$ cat src/rtl/fcs_pkg.sv
// ---------------------------------------------------------------------------
// fcs_pkg
// Shared types, register codes and constants of the follow camera smoother.
// ---------------------------------------------------------------------------
package fcs_pkg;

	localparam int NUM_LANES = 6;
	localparam int AXES      = 3;

	typedef enum logic [2:0] {
		REG_CAM_X  = 3'd0,
		REG_CAM_Y  = 3'd1,
		REG_CAM_Z  = 3'd2,
		REG_LOOK_X = 3'd3,
		REG_LOOK_Y = 3'd4,
		REG_LOOK_Z = 3'd5,
		REG_SMOOTH = 3'd6
	} reg_idx_t;

	localparam logic [15:0] SMOOTH_RESET = 16'd1280;

	// exact floor division of a 32-bit value by 5 and by 3
	localparam logic [31:0] RECIP5     = 32'hCCCC_CCCD;
	localparam logic [31:0] RECIP3     = 32'hAAAA_AAAB;
	localparam logic [31:0] ONE_Q31    = 32'h8000_0000;
	localparam logic [31:0] EXP_M1_Q31 = 32'd790015084;

	localparam logic [19:0]        INV_GAIN_Q20 = 20'd636748;
	localparam logic signed [31:0] DEG180_Q16   = 32'sd11796480;

	typedef struct packed {
		logic load_des;
		logic prime;
		logic mul;
		logic upd;
	} lane_ctrl_t;

	function automatic logic signed [31:0] sat32(input logic signed [35:0] v);
		logic signed [31:0] r;
		if (v > 36'sd2147483647)
			r = 32'sh7FFF_FFFF;
		else if (v < -36'sd2147483648)
			r = 32'sh8000_0000;
		else
			r = v[31:0];
		return r;
	endfunction

	// atan(2^-i) in degrees, Q.16
	function automatic logic [21:0] atan_deg_q16(input logic [4:0] idx);
		logic [21:0] r;
		case (idx)
			5'd0:    r = 22'd2949120;
			5'd1:    r = 22'd1740967;
			5'd2:    r = 22'd919879;
			5'd3:    r = 22'd466945;
			5'd4:    r = 22'd234379;
			5'd5:    r = 22'd117304;
			5'd6:    r = 22'd58666;
			5'd7:    r = 22'd29335;
			5'd8:    r = 22'd14668;
			5'd9:    r = 22'd7334;
			5'd10:   r = 22'd3667;
			5'd11:   r = 22'd1833;
			5'd12:   r = 22'd917;
			5'd13:   r = 22'd458;
			5'd14:   r = 22'd229;
			5'd15:   r = 22'd115;
			5'd16:   r = 22'd57;
			5'd17:   r = 22'd29;
			5'd18:   r = 22'd14;
			5'd19:   r = 22'd7;
			5'd20:   r = 22'd4;
			5'd21:   r = 22'd2;
			5'd22:   r = 22'd1;
			default: r = 22'd0;
		endcase
		return r;
	endfunction

endpackage

$ cat src/rtl/fcs_lane.sv
// ---------------------------------------------------------------------------
// fcs_lane
// One coordinate of one tracked point: desired value and exponential step.
// ---------------------------------------------------------------------------
module fcs_lane (
	input  logic                clk,
	input  logic                arst_n,
	input  fcs_pkg::lane_ctrl_t ctrl,
	input  logic signed [31:0]  target,
	input  logic signed [31:0]  offset,
	input  logic [16:0]         f,
	output logic signed [31:0]  point
);
	import fcs_pkg::*;

	logic signed [31:0] desired_q;
	logic signed [31:0] cur_q;
	logic signed [50:0] prod_q;

	logic signed [35:0] des_sum;
	logic signed [32:0] diff;
	logic signed [17:0] fs;
	logic signed [50:0] prod;
	logic signed [50:0] rnd;
	logic signed [34:0] stepv;
	logic signed [35:0] upd_sum;

	assign des_sum = 36'(target) + 36'(offset);
	assign diff    = 33'(desired_q) - 33'(cur_q);
	assign fs      = $signed({1'b0, f});
	assign prod    = diff * fs;
	assign rnd     = prod_q + 51'sd32768;
	assign stepv   = 35'(rnd >>> 16);
	assign upd_sum = 36'(cur_q) + 36'(stepv);

	always_ff @(posedge clk) begin
		if (ctrl.load_des)
			desired_q <= sat32(des_sum);
		if (ctrl.mul)
			prod_q <= prod;
	end

	always_ff @(posedge clk or negedge arst_n) begin
		if (!arst_n) begin
			cur_q <= '0;
		end else if (ctrl.prime) begin
			cur_q <= desired_q;
		end else if (ctrl.upd) begin
			cur_q <= sat32(upd_sum);
		end
	end

	assign point = cur_q;

endmodule

$ cat config.mk
export PLATFORM = sky130hd
export DESIGN_NAME = fcs_lane
export DESIGN_NICKNAME = d
export VERILOG_FILES = /design/src/rtl/fcs_pkg.sv /design/src/rtl/fcs_lane.sv
export SDC_FILE = /design/constraint.sdc
export NUM_CORES = 2
export LEC_CHECK = 0
export BUFFER_PORTS_ARGS = -buffer_cell sky130_fd_sc_hd__buf_2
export CAP_MARGIN = 20
export CORE_AREA = 2 2 291 293
export CTS_BUF_LIST = sky130_fd_sc_hd__clkbuf_4
export DETAILED_ROUTE_END_ITERATION = 8
export DIE_AREA = 0 0 293 295
export PLACE_DENSITY = 0.61
export SLEW_MARGIN = 15
export SYNTH_ARGS = -nofsm -noshare
export SYNTH_HDL_FRONTEND = slang
export SYNTH_SLANG_ARGS = --single-unit
$ cat constraint.sdc
create_clock -name clk -period 8.7 [get_ports clk]
set_input_delay 0.435 -clock clk [delete_from_list [all_inputs] [get_ports clk]]
set_output_delay 0.435 -clock clk [all_outputs]
set_load 0.02 [all_outputs]
# Word level (Yosys, flattened, before mapping)
# Cells that the tools add are included.
# totals
reg_bits,115
input_bits,87
# op_classes
n_reduce_logical,1
magnitude_cmp,4
mul,1
n_mux,5
add_sub_neg,4
# ops
op,n
$mux W32,5
$add A51 B17 Y51 const B,1
$mul A33 B18 Y51,1
$add A32 B35 Y36,1
$gt A36 B32 Y1 const B,1
$lt A36 B32 Y1 const B,1
$add A32 B32 Y33,1
$gt A33 B32 Y1 const B,1
$lt A33 B32 Y1 const B,1
$sub A32 B32 Y33,1
$reduce_bool A2 Y1,1

# Logic depth before layout (Yosys ltp)
# logic_depth
word_depth,7
depth_mapped,37
mapped_depth_nobuf,35

# Worst setup path before layout
# Ideal clock, no wire load.
# synth_timing
kind,register to register
startpoint,"reg cur_q[0], in the netlist point[0]"
endpoint,"reg prod_q[43], data pin"
t_arrival_ns,8.610
period_less_slack_ns,8.874
slack_ns,-0.174
required_ns,8.436
stages_incl_launch_ff,34
setup_ns,0.264
path_buffers,1
path_cell_list,dfrtp_1 ha_1 fa_1 nand2b_1 a21boi_0 o21ai_0 a311oi_1 nor3_1 a21o_1 a21boi_0 or2_2 xor2_1 clkbuf_1 nand2_1 fa_1 fa_1 fa_1 inv_1 fa_1 fa_1 inv_1 fa_1 inv_1 ha_1 and3_1 and3_1 a22oi_1 o21ai_0 a21oi_1 nor3b_1 or3_1 a31oi_1 o21bai_1 xor2_1
# synth_via
elab_chain_len,2
# synth_rtl
item,line,text
start: declaration,fcs_lane.sv:17,logic signed [31:0] cur_q;
start signal: assignment,fcs_lane.sv:47,cur_q <= desired_q;
start signal: assignment,fcs_lane.sv:49,cur_q <= sat32(upd_sum);
$sub A32 B32 Y33,fcs_lane.sv:29,assign diff = 33'(desired_q) - 33'(cur_q);
$mul A33 B18 Y51,fcs_lane.sv:31,assign prod = diff * fs;
named net prod[43],fcs_lane.sv:23,logic signed [50:0] prod;
end signal: assignment,fcs_lane.sv:40,prod_q <= prod;
end: declaration,fcs_lane.sv:18,logic signed [50:0] prod_q;
# The timed path passes the listed nets, and every way through them passes these cells.
# A chain may end at the register's enable or synchronous reset.

# Final worst setup path
# Ends and elaborated chain as after synthesis.

==> metrics.md <==
| Metric | Value |
|---|---|
| Worst path required time | `8.99 ns` |
| Hold path startpoint | `target[0]` |
| Synth Area in Adders | `0.467` |
| WHS Endpoint | `desired_q[0]$_SDFFCE_PN1P_` |
| Critical path type | `reg -> reg` |
| Worst slack, placed | `-0.442 ns` |
| DIE HEIGHT | `295 µm` |
| Vias/cell | `5.02` |
| Port Buffer Count | `118` |
| Main combinational cell family by area after synthesis | `adder cells` |
| Fin. Hold Viols | `0` |
| Worst-skew pair later-pin latency | `0.52 ns` |
| Avg WL per Cell | `17.1 µm` |
| Post-synthesis compound-gate area fraction | `0.104` |
| RePlAce Congestion | `0.869` |
| Number of global-route vias before repair | `24,125` |
| HPWL Detailed | `62.9 mm` |
| Synth cell types | `69` |
| R2r startpoint | `point[0]$_DFFE_PN0P_` |
| Mapped Cells | `3,320` |
| Initial Util | `0.348` |
| FMAX | `0.118 GHz` |
| Site row count | `106` |
| Yosys Warn Count | `0` |
| Worst slew margin | `0.315` |
| Max cap viols | `0` |
| Worst-path clk slew | `0.14 ns` |
| Status | `completed` |
| Pre-antenna DRT Iters | `5` |
| Worst-Margin Slew | `1.03 ns` |
| CP max FO | `11` |
| TritonCTS Buffers | `9` |
| Top delay family on crit path | `adder cells` |
| Global Route Usage Sum | `0.187` |
| Crit start category | `register` |
| Largest net degree at the start of global routing | `67` |
| Die ar. | `86,400 µm²` |
| RSZ-0062 raised after global routing | `true` |
| Slowest-stage cell, CP | `fa_1` |
| WHS Path Cells | `4` |
| Worst R2R Path Depth | `35` |
| Setup violators final | `0` |
| Most Frequent Cell on Critical Path | `fa_1` |
| Boundary pin count | `119` |
| Syn avg cell area | `8.71 µm²` |
| Element type at the critical path end | `register` |
| Post-Synth XOR/XNOR Area | `0.0448` |
| Commonest non-fill, non-tap cells in the layout | `inv_1, fa_1, nand2_1, buf_4, ha_1` |
| R2R Setup Slk | `0.19 ns` |
| Share of layout cells above drive strength 1 | `0.136` |
| First-pass GRT wire length | `128 mm` |
| Sink Count | `100` |
| Critical path buffers and inverters | `9` |
| Bufs on Longest Clock Path | `2` |
| Main synth FF type | `edfxtp_1` |
| Wirelength, routed | `78.8 mm` |
| Mux cell area share after synthesis | `0.00727` |
| Final period utilization | `0.978` |
| Synth async-reset ratio | `0.320` |
| Arrival time worst endpoint | `8.80 ns` |
| Share of the synthesized area in the top cell type | `0.372` |
| Final min period | `8.51 ns` |
| Initial antenna violation count | `3` |
| Clock Tree Root | `clkbuf_4` |
| Synth top area cells | `fa_1, ha_1, inv_1` |
| Routed Antenna Nets | `0` |
| Die width | `293 µm` |
| Simple-gate portion of the synthesized area | `0.167` |
| TritonCTS clock tree | `built` |
| Core area | `83,200 µm²` |
| #FFs+latches synth | `100` |
| Most common cell after layout, fill and taps aside | `inv_1` |
| Htree depth | `3` |
| Congestion Overflow GR | `0` |
| Area growth from synthesis to layout | `13.6%` |
| Largest stage delay, worst path | `0.60 ns` |
| Vias | `23,140` |
| Cell taking the most area after synthesis | `fa_1` |
| Syn_nets | `4,161` |
| Iter 0 DRT Violations | `1,325` |
| Post-synthesis sequential area ratio | `0.0983` |
| Hold WC Path Type | `in -> reg` |
| Final worst slack | `0.190 ns` |
| DRC | `0` |
| Slew Viols, Final | `0` |
| FILL cells | `8,369` |
| Fin nets | `4,368` |
| Post-synth EDFFs | `68` |
| FF-to-FF End | `prod_q[43]$_DFFE_PP_` |
| Layout Skew | `0.0167 ns` |
| Post-Syn Area | `28,900 µm²` |
-- worst reg2reg max path: cells and delay by family, from the launching register on --
| family | cells | cell delay, ns |
|---|---|---|
| adders and majority gates | 9 | 3.97 |
| AOI/OAI and AO/OA | 10 | 1.69 |
| buffers and inverters | 9 | 1.04 |
| and+or+nand+nor | 6 | 1.02 |
| DFF | 1 | 0.44 |
| xor gates and xnor gates | 1 | 0.14 |
-- metal layers --
layer  GRT usage  part of all wire
met5           0                 0
met1       0.230              0.41
met2       0.340              0.51
met3      0.0258             0.048
met4      0.0555             0.033
-- worst max path at each step --
stage,start,end,cells after the start
after floorplan,point[0]$_DFFE_PN0P_,prod_q[43]$_DFFE_PP_,33
after global placement,desired_q[0]$_SDFFCE_PN1P_,prod_q[49]$_DFFE_PP_,36
after detailed placement,point[0]$_DFFE_PN0P_,prod_q[49]$_DFFE_PP_,37
after CTS,point[0]$_DFFE_PN0P_,prod_q[50]$_DFFE_PP_,36
after global routing,desired_q[0]$_SDFFCE_PN1P_,prod_q[43]$_DFFE_PP_,36
final,point[0]$_DFFE_PN0P_,prod_q[43]$_DFFE_PP_,35
-- registers in the layout (all words and copies together) (netlist names) --
register	count
point	32
prod_q	36
desired_q	32
-- what timing repair did --
| action | 4_1_cts | 5_1_grt |
|---|---|---|
| pin swaps | 8 | 102 |
| buffers inserted | 4 | 30 |
| endpoints found under the setup margin | 19 | 25 |
| hold buffers | 1 | 0 |
| gates resized for setup | 23 | 111 |
| cloned | 0 | 0 |
| endpoints found under the hold margin | 1 | 0 |
-- kinds of logic after synthesis --
group                      count (synthesis)
and+or+nand+nor                          993
buffers and inverters                    847
adders and majority gates                759
AOI/OAI and AO/OA                        454
xor gates and xnor gates                 147
DFF                                      100
muxes                                     20
-- cells in the mapped netlist, drive strengths merged, types with 4 or more instances --
cell and number:
nand3b 14, o21ai 76, fa 537, dfrtp 32, nand4 25, nand3 59
nand2b 34, or3 12, a2111oi 4, a21o 61, nor2 108, a21boi 6
mux2 8, a22oi 5, edfxtp 68, mux2i 12, nor3 63, and3 27
ha 217, nor2b 45, xor2 46, o31ai 15, a31o 6, xnor2 101
o21a 23, o31a 11, o211ai 13, maj3 5, and4 9, nand2 410
and2 173, o22ai 4, o2111ai 5, a221oi 32, a211o 4, inv 701
a211oi 14, o21bai 18, and3b 6, clkbuf 134, a31oi 15, a21oi 123
buf 12
-- per-stage QoR --
stage / hold slack (ns) / instances / utilization / instance area, µm² / setup TNS (ns)
after global routing: 0.362 / 4612 / 0.395 / 32800 / -0.257
after global placement: 0.512 / 4563 / 0.383 / 31900 / -2.30
after CTS: 0.359 / 4584 / 0.386 / 32100 / 0
after detailed placement: 0.530 / 4563 / 0.383 / 31900 / -2.92
after floorplan: 0.139 / 3320 / - / 28900 / 0
final: 0.378 / 4613 / 0.395 / 32800 / 0
-- area by class of cell --
cell class / count / area (µm²) / share of cell area
repair buffers: 342 / 2440 / 0.0745
flip-flops and latches: 100 / 2850 / 0.0866
clock buffers: 13 / 97.6 / 0.00297
clock inverters: 3 / 38.8 / 0.00118
inverters: 701 / 2630 / 0.0801
well taps: 1080 / 1350 / 0.0412
multi-input cells: 2373 / 23400 / 0.713
diodes: 1 / 2.50 / 0.0000762
Power is left out: the tool's default activity adds up to more than one toggle a clock period on the data nets, which glitch-free logic cannot reach.
