[src/rtl/fcs_pkg.sv]
// ---------------------------------------------------------------------------
// fcs_pkg
// Shared types, register codes and constants of the follow camera smoother.
// ---------------------------------------------------------------------------
package fcs_pkg;

	localparam int NUM_LANES = 6;
	localparam int AXES      = 3;

	typedef enum logic [2:0] {
		REG_CAM_X  = 3'd0,
		REG_CAM_Y  = 3'd1,
		REG_CAM_Z  = 3'd2,
		REG_LOOK_X = 3'd3,
		REG_LOOK_Y = 3'd4,
		REG_LOOK_Z = 3'd5,
		REG_SMOOTH = 3'd6
	} reg_idx_t;

	localparam logic [15:0] SMOOTH_RESET = 16'd1280;

	// exact floor division of a 32-bit value by 5 and by 3
	localparam logic [31:0] RECIP5     = 32'hCCCC_CCCD;
	localparam logic [31:0] RECIP3     = 32'hAAAA_AAAB;
	localparam logic [31:0] ONE_Q31    = 32'h8000_0000;
	localparam logic [31:0] EXP_M1_Q31 = 32'd790015084;

	localparam logic [19:0]        INV_GAIN_Q20 = 20'd636748;
	localparam logic signed [31:0] DEG180_Q16   = 32'sd11796480;

	typedef struct packed {
		logic load_des;
		logic prime;
		logic mul;
		logic upd;
	} lane_ctrl_t;

	function automatic logic signed [31:0] sat32(input logic signed [35:0] v);
		logic signed [31:0] r;
		if (v > 36'sd2147483647)
			r = 32'sh7FFF_FFFF;
		else if (v < -36'sd2147483648)
			r = 32'sh8000_0000;
		else
			r = v[31:0];
		return r;
	endfunction

	// atan(2^-i) in degrees, Q.16
	function automatic logic [21:0] atan_deg_q16(input logic [4:0] idx);
		logic [21:0] r;
		case (idx)
			5'd0:    r = 22'd2949120;
			5'd1:    r = 22'd1740967;
			5'd2:    r = 22'd919879;
			5'd3:    r = 22'd466945;
			5'd4:    r = 22'd234379;
			5'd5:    r = 22'd117304;
			5'd6:    r = 22'd58666;
			5'd7:    r = 22'd29335;
			5'd8:    r = 22'd14668;
			5'd9:    r = 22'd7334;
			5'd10:   r = 22'd3667;
			5'd11:   r = 22'd1833;
			5'd12:   r = 22'd917;
			5'd13:   r = 22'd458;
			5'd14:   r = 22'd229;
			5'd15:   r = 22'd115;
			5'd16:   r = 22'd57;
			5'd17:   r = 22'd29;
			5'd18:   r = 22'd14;
			5'd19:   r = 22'd7;
			5'd20:   r = 22'd4;
			5'd21:   r = 22'd2;
			5'd22:   r = 22'd1;
			default: r = 22'd0;
		endcase
		return r;
	endfunction

endpackage

[src/rtl/fcs_factor.sv]
// ---------------------------------------------------------------------------
// fcs_factor
// Smoothing factor 1 - exp(-smooth * dt) in Q1.16 on one shared multiplier.
// ---------------------------------------------------------------------------
module fcs_factor (
	input  logic        clk,
	input  logic        arst_n,
	input  logic        start,
	input  logic [15:0] smooth,
	input  logic [15:0] dt,
	output logic [16:0] f,
	output logic        done
);
	import fcs_pkg::*;

	typedef enum logic [3:0] {
		F_IDLE, F_SETUP, F_H1, F_H2, F_DIV3, F_H3, F_H4, F_SQ1, F_SQ2, F_SQ3, F_EXP
	} fstate_t;

	fstate_t     state_q;
	logic [63:0] prod_q;
	logic [27:0] y_q;
	logic [4:0]  k_q;
	logic [4:0]  cnt_q;
	logic [16:0] f_q;
	logic        done_q;

	logic [31:0] mul_a;
	logic [31:0] mul_b;
	logic [63:0] prod;
	logic [31:0] y32;
	logic [31:0] e_sq1;
	logic [32:0] fsum;

	assign y32   = {4'b0, y_q};
	assign e_sq1 = ONE_Q31 - prod_q[62:31];
	assign fsum  = {1'b0, ONE_Q31} - {1'b0, prod_q[62:31]} + 33'd16384;

	always_comb begin
		mul_a = '0;
		mul_b = '0;
		case (state_q)
			F_IDLE: begin
				mul_a = {16'b0, smooth};
				mul_b = {16'b0, dt};
			end
			F_SETUP: begin
				mul_a = {4'b0, prod_q[22:0], 5'b0};
				mul_b = RECIP5;
			end
			F_H1: begin
				mul_a = y32;
				mul_b = ONE_Q31 - {2'b0, prod_q[63:34]};
			end
			F_H2, F_H3: begin
				mul_a = y32;
				mul_b = ONE_Q31 - {1'b0, prod_q[63:33]};
			end
			F_DIV3: begin
				mul_a = prod_q[62:31];
				mul_b = RECIP3;
			end
			F_H4: begin
				mul_a = y32;
				mul_b = ONE_Q31 - prod_q[63:32];
			end
			F_SQ1: begin
				mul_a = e_sq1;
				mul_b = e_sq1;
			end
			F_SQ2, F_SQ3: begin
				mul_a = prod_q[62:31];
				mul_b = prod_q[62:31];
			end
			F_EXP: begin
				mul_a = prod_q[62:31];
				mul_b = EXP_M1_Q31;
			end
			default: begin
				mul_a = '0;
				mul_b = '0;
			end
		endcase
	end

	assign prod = mul_a * mul_b;

	always_ff @(posedge clk or negedge arst_n) begin
		if (!arst_n) begin
			state_q <= F_IDLE;
			done_q  <= 1'b0;
			cnt_q   <= '0;
		end else begin
			done_q <= ((state_q == F_SETUP) && (|prod_q[31:28])) ||
				((state_q == F_EXP) && (cnt_q == k_q));
			case (state_q)
				F_IDLE: begin
					if (start) begin
						prod_q  <= prod;
						state_q <= F_SETUP;
					end
				end
				F_SETUP: begin
					// whole part of 32 or more: factor saturates
					if (|prod_q[31:28]) begin
						f_q     <= 17'h10000;
						state_q <= F_IDLE;
					end else begin
						k_q     <= prod_q[27:23];
						y_q     <= {prod_q[22:0], 5'b0};
						prod_q  <= prod;
						state_q <= F_H1;
					end
				end
				F_H1: begin
					prod_q  <= prod;
					state_q <= F_H2;
				end
				F_H2: begin
					prod_q  <= prod;
					state_q <= F_DIV3;
				end
				F_DIV3: begin
					prod_q  <= prod;
					state_q <= F_H3;
				end
				F_H3: begin
					prod_q  <= prod;
					state_q <= F_H4;
				end
				F_H4: begin
					prod_q  <= prod;
					state_q <= F_SQ1;
				end
				F_SQ1: begin
					prod_q  <= prod;
					state_q <= F_SQ2;
				end
				F_SQ2: begin
					prod_q  <= prod;
					state_q <= F_SQ3;
				end
				F_SQ3: begin
					prod_q  <= prod;
					cnt_q   <= '0;
					state_q <= F_EXP;
				end
				F_EXP: begin
					if (cnt_q == k_q) begin
						f_q     <= fsum[31:15];
						state_q <= F_IDLE;
					end else begin
						prod_q <= prod;
						cnt_q  <= cnt_q + 5'd1;
					end
				end
				default: state_q <= F_IDLE;
			endcase
		end
	end

	assign f    = f_q;
	assign done = done_q;

endmodule

[config.mk]
export PLATFORM = sky130hd
export DESIGN_NAME = fcs_factor
export DESIGN_NICKNAME = d
export VERILOG_FILES = /design/src/rtl/fcs_pkg.sv /design/src/rtl/fcs_factor.sv
export SDC_FILE = /design/constraint.sdc
export NUM_CORES = 2
export LEC_CHECK = 0
export ABC_AREA = 1
export BUFFER_PORTS_ARGS = -buffer_cell sky130_fd_sc_hd__buf_2
export CAP_MARGIN = 20
export CORE_MARGIN = 1.5
export CORE_UTILIZATION = 60
export CTS_BUF_LIST = sky130_fd_sc_hd__clkbuf_8
export CTS_CLUSTER_DIAMETER = 80
export DETAILED_ROUTE_END_ITERATION = 10
export GPL_TIMING_DRIVEN = 0
export PLACE_DENSITY = 0.76
export SLEW_MARGIN = 20
export SYNTH_ARGS = -nofsm -noshare
export SYNTH_HDL_FRONTEND = slang
export SYNTH_SLANG_ARGS = --single-unit
[constraint.sdc]
create_clock -name clk -period 9.8 [get_ports clk]
set_input_delay 0.49 -clock clk [delete_from_list [all_inputs] [get_ports clk]]
set_output_delay 0.49 -clock clk [all_outputs]
set_load 0.005 [all_outputs]
Word level (Yosys, flattened, before mapping)
Cells that the tools add are included.

storage, ports and cells
  bits of input ports = 35
  flip-flop bits (word level) = 119
  word-level logic and storage cells = 65

operators by class
  eq/ne operators = 16
  multiplexer cells = 15
  $mul = 1
  bitwise logic cells = 1
  reduce and logical (&&, ||, !) cells = 18
  add/subtract/negate cells = 7

operators with widths
  cell                                                 number
  case mux 32 bit (9 select lines)                     1
  case mux 64 bit (4 select lines)                     1
  two-way mux 64 bit                                   3
  case mux 32 bit (5 select lines)                     1
  subtractor 32 bit (first input constant)             3
  multiplier 32 x 32 -> 64 bit                         1
  case mux 4 bit (11 select lines)                     1
  two-way mux 17 bit                                   2
  case mux 17 bit (2 select lines)                     1
  adder 32 x 15 -> 32 bit (second input constant)      1
  subtractor 32 x 30 -> 32 bit (first input constant)  1
  subtractor 32 x 31 -> 32 bit (first input constant)  1
  == test 4 x 3 -> 1 bit (second input constant)       4
  == test 4 bit (second input constant)                3
  OR reduction 4 bit                                   3
  case mux 5 bit (2 select lines)                      1
  == test 4 x 2 -> 1 bit (second input constant)       2
  two-way mux 4 bit                                    2
  OR reduction 8 bit                                   1
  != test 2 bit (second input constant)                3
  adder 5 x 1 -> 5 bit (second input constant)         1
  == test 5 bit                                        1
  two-way mux 5 bit                                    1
  AND reduction 5 bit                                  1
  other kinds (13)                                     18

Longest topological paths before layout
  depth after elaboration = 6
  mapped depth = 46

Worst setup path after synthesis
Ideal clock, no wire load.

  path type = flip-flop to flip-flop
  from = reg state_q[3]
  to = reg prod_q[58] (data pin)
  data required time = 9.541 ns
  arrival time = 7.939 ns
  period minus slack after synthesis = 8.198 ns
  path slack = 1.602 ns
  cell stages (with the launch flop) = 41
  setup time = 0.259 ns
  path through = dfrtp_1 nor2_2 nand2_4 inv_2 buf_2 a22oi_1 nand2_1 inv_1 ha_1 nand2_1 nor2_2 nand2_2 nand2_1 nand3_1 nand2_1 inv_2 buf_2 nor2_1 [5 not listed] fa_1 fa_1 fa_1 fa_1 inv_1 fa_1 inv_1 ha_1 nand2_1 nor2_1 inv_1 nor2_1 inv_1 nor4_1 nand3_1 nand3_1 a21oi_1 xnor2_1

on the way
  word-level cells in the longest chain between the ends = 6

ends and longest elaborated chain
  what                                                                                         line                                                    source
  from (decl)                                                                                  fcs_factor.sv:20                                        fstate_t state_q;
  from (signal assigned)                                                                       fcs_factor.sv:90                                        state_q <= F_IDLE;
  from (signal assigned)                                                                       fcs_factor.sv:100                                       state_q <= F_SETUP;
  from (signal assigned)                                                                       fcs_factor.sv:107                                       state_q <= F_IDLE;
  == test 4 bit, or another cell as far along                                                  fcs_factor.sv:42                                        case (state_q)
  OR reduction 4 bit (no source line) / OR reduction 2 bit (equally long branches)             --
  case mux 32 bit (5 select lines) / case mux 32 bit (9 select lines) (equally long branches)  fcs_factor.sv:42
  multiplier 32 x 32 -> 64 bit *                                                               fcs_factor.sv:86                                        assign prod = mul_a * mul_b;
  net prod[58]                                                                                 fcs_factor.sv:30                                        logic [63:0] prod;
  two-way mux 64 bit, on equally long branches                                                 fcs_factor.sv:149, fcs_factor.sv:98, fcs_factor.sv:105
  case mux 64 bit (4 select lines) *                                                           fcs_factor.sv:96                                        case (state_q)
  to (signal assigned)                                                                         fcs_factor.sv:99                                        prod_q <= prod;
  to (signal assigned)                                                                         fcs_factor.sv:111                                       prod_q <= prod;
  to (signal assigned)                                                                         fcs_factor.sv:153                                       prod_q <= prod;
  to (decl)                                                                                    fcs_factor.sv:21                                        logic [63:0] prod_q;

The timed path passes the listed nets; every way through them passes the cells marked *. The select of a mux whose other input is x is not followed.
A chain may end at the register's enable or synchronous reset.

Worst setup path after layout
  from = reg state_q[1]
  to = reg prod_q[53] (data pin)

The elaborated chain is that of the path after synthesis.

==> flow_summary_export.csv <==
group,metric,value,unit
clock_network,htree_levels,4,
grt,grt.total_usage,0.5136,
grt,antenna_found_initial,9,
cells_and_area,final_common_cell,"inv_1",
cells_and_area,layout-drive-gt1-share,0.1162,
grt,grt_max_degree,19,
route,wl_met1,61550,um
floorplan,die_h,267.7,um
route,drtIter0Drc,5329,
worst_setup_path,regToRegSetupSlack,0.07,ns
route,first_pass_iters,9,
logic_synthesis,synth_compound_area_frac,0.08743,
timing,fin_hold_ws,0.3660,ns
grt,overflow,0,
logic_synthesis,ys_seq_area_frac,0.08383,
logic_synthesis,synth_edf_count,109,
cells_and_area,finish.net_count,6520,
logic_synthesis,synth_seq_cells,119,
logic_synthesis,synth-simple-area-share,0.1691,
worst_setup_path,crit_type,"register to register",
timing,finalMaxSlewViolations,0,
clock_network,ctsLongestPathBuffers,2,
cells_and_area,final_cell_mix,"inv_1, nand2_1, fa_1, nor2_1, a21oi_1",
logic_synthesis,synth.avg_cell_area,8.109,um^2
worst_setup_path,crit_path_frequent_cell,"fa_1",
timing,finalSetupViolations,0,
timing,post-route-period-util,0.9932,
cells_and_area,syn2layout_area_growth,8.574,%
hold_path,hp-class,"input pin to register",
logic_synthesis,ys_async_sr_fraction,0.08403,
clock_network,path_clk_slew,0.09,ns
timing,tightest_slew,1.112,ns
floorplan,io_pins,53,
logic_synthesis,synth_adder_area_share,0.5060,
timing,final_hold_viol_count,0,
place,routabilityCongestion,1.122,
clock_network,cts_tree,"built",
floorplan,num_rows,96,
grt,grt_first_pass_wirelength,257100,um
worst_setup_path,crit_slowest_cell,"fa_1",
logic_synthesis,dominantRegCellSynth,"edfxtp_1",
logic_synthesis,synth_area,42030,um^2
clock_network,clock_sinks,119,
clock_network,insertion_delay,0.49,ns
logic_synthesis,synthXorXnorAreaFrac,0.01375,
run_status,status,"completed",
route,highest-signal-layer,"met5",
logic_synthesis,synthCells,5183,
floorplan,die_width,267.7,um
route,wl_per_cell,28.52,um
logic_synthesis,syn_nets,6380,
worst_setup_path,rr_startpoint,"state_q[1]$_DFFE_PN0P_",
worst_setup_path,required,10.02,ns
clock_network,cts_root_buf,"clkbuf_8",
floorplan,dieArea,71650,um^2
worst_setup_path,reg2reg_depth,33,
worst_setup_path,cp_max_fo,10,
worst_setup_path,startpoint,"state_q[1]$_DFFE_PN0P_",
route,drtAntennaViolNets,0,
place,io_buffers,52,
timing,relSlewSlack,0.2588,
worst_setup_path,startpoint_type,"register",
route,num_vias,38908,
route,dr_wl_met3,30280,um
grt,grt_pass1_vias,38810,
place,post-dp-hpwl,146400,um
timing,min_period,9.734,ns
timing,max_freq,102.7,MHz
floorplan,core-area,68950,um^2
route,routed_via_density,6.204,
worst_setup_path,slowest_delay,0.60,ns
timing,finClkSkew,0.02151,ns
logic_synthesis,synth_top_family_by_area,"adder cells",
route,wl_met2,69330,um
worst_setup_path,critPathArrivalTime,9.95,ns
route,drc,0,
logic_synthesis,synth_cell_types,56,
cells_and_area,num-fill-cells,6056,
worst_setup_path,r2r-end,"prod_q[53]$_DFFE_PP_",
logic_synthesis,yosysWarnings,0,
worst_setup_path,crit_path_end,"prod_q[53]$_DFFE_PP_",
clock_network,numCtsBuffers,17,
run,cap_violations,0,
logic_synthesis,synthMuxAreaShare,0,
route,routed_wl,178800,um
floorplan,start_util,0.6096,
worst_setup_path,worstSetupEndpointType,"register",
-- routing by layer --
metal,vias to the layer above,GRT usage
met5,-,0.02010
met4,18,0.3759
met3,877,0.2453
met2,3295,0.6839
met1,18934,0.6432
li1,15784,-
-- layout make-up --
| type | instances | area (um^2) | area share |
|---|---|---|---|
| Inverter | 1284 | 4917 | 0.1078 |
| Clock buffer | 17 | 234.0 | 0.005127 |
| Buffer | 199 | 1300 | 0.02849 |
| Antenna cell | 4 | 10.01 | 0.0002193 |
| Tap cell | 931 | 1165 | 0.02553 |
| Timing Repair Buffer | 123 | 925.9 | 0.02029 |
| Clock inverter | 15 | 178.9 | 0.003921 |
| Sequential cell | 119 | 3528 | 0.07732 |
| Multi-Input combinational cell | 3579 | 33370 | 0.7314 |
-- logic make-up after synthesis --
| family | count (synthesis) |
|---|---|
| AND/OR/NAND/NOR | 1694 |
| buffers and inverters | 1485 |
| adder cells (fa/ha/maj) | 1162 |
| AO/OA/AOI/OAI | 657 |
| flip-flops | 119 |
| XOR/XNOR | 66 |
-- what timing repair did --
action | in CTS | in global routing
setup endpoints to repair | 43 | 39
resized for setup | 145 | 257
pin swaps | 9 | 25
hold endpoints to repair | 10 | 0
setup buffers | 17 | 42
hold buffers | 1 | 0
-- through the flow --
step           cells  utilization  setup slack, ns  instance area (um^2)  setup TNS (ns)
5_1_grt         6267       0.6617         -0.03854                 45620         -0.2058
4_1_cts         6227       0.6465        0.0003064                 44570               0
3_3_place_gp    6166       0.6303           -1.546                 43460          -41.73
6_report        6271       0.6619          0.06631                 45630               0
3_5_place_dp    6177       0.6325           -1.202                 43610          -28.62
2_1_floorplan   5183            -            1.602                 42030               0
-- worst max-delay path: cells and delay by family (launching register included) --
| kind | cells | cell delay, ns |
|---|---|---|
| buffers and inverters | 9 | 1.50 |
| adders and majority gates | 9 | 4.65 |
| AOI/OAI and AO/OA | 4 | 0.89 |
| DFF | 1 | 0.46 |
| and+or+nand+nor | 10 | 1.79 |
| xor gates and xnor gates | 1 | 0.15 |
-- sequential cells by signal, indices dropped and copies added, names as in the netlist --
name / count
cnt_q: 5
done: 1
f: 17
k_q: 5
prod_q: 64
state_q: 4
y_q: 23
-- how the worst min path moves through the flow --
stage / startpoint / endpoint / slack [ns] / depth (start not counted)
after floorplan: arst_n / cnt_q[0]$_DFFE_PN0P_ / 0.19 / 0
after global routing: start / state_q[0]$_DFFE_PN0P_ / 0.41 / 3
after detailed placement: arst_n / state_q[1]$_DFFE_PN0P_ / 0.39 / 1
final: start / state_q[0]$_DFFE_PN0P_ / 0.37 / 3
after CTS: start / state_q[0]$_DFFE_PN0P_ / 0.32 / 3
after global placement: arst_n / done$_DFF_PN0_ / 0.38 / 1
-- Yosys cell counts (4+ instances only) --
library cell / number / area, um^2
nand2_4: 8 / 90.09
nand3_2: 11 / 110.1
nand3_1: 102 / 510.5
fa_1: 896 / 17940
nand2_1: 987 / 3705
buf_2: 78 / 390.4
nand3b_1: 4 / 30.03
inv_2: 21 / 78.83
and3_1: 5 / 31.28
o21bai_1: 12 / 90.09
inv_1: 1247 / 4681
o21a_1: 10 / 75.07
a31oi_1: 21 / 131.4
nor4_1: 10 / 62.56
nand2_2: 25 / 156.4
clkinv_1: 16 / 60.06
o211ai_1: 14 / 105.1
buf_6: 20 / 225.2
xor2_1: 45 / 394.1
edfxtp_1: 109 / 3273
nor2_4: 11 / 123.9
buf_4: 13 / 97.59
dfrtp_1: 10 / 250.2
ha_1: 266 / 3328
nor3_1: 26 / 130.1
clkbuf_1: 85 / 319.1
o21ai_0: 108 / 540.5
nand4_1: 9 / 56.30
nor2_1: 446 / 1674
a221oi_1: 6 / 52.55
and2_1: 6 / 37.54
a21oi_1: 413 / 2067
o22ai_1: 4 / 25.02
buf_1: 4 / 15.01
a21oi_2: 28 / 245.2
a21o_1: 9 / 67.56
xnor2_1: 21 / 183.9
nand3_4: 7 / 122.6
nor2_2: 33 / 206.5
a22o_1: 10 / 87.58
Power is left out: the tool's default activity adds up to more than one toggle a clock period on the data nets, which glitch-free logic cannot reach.
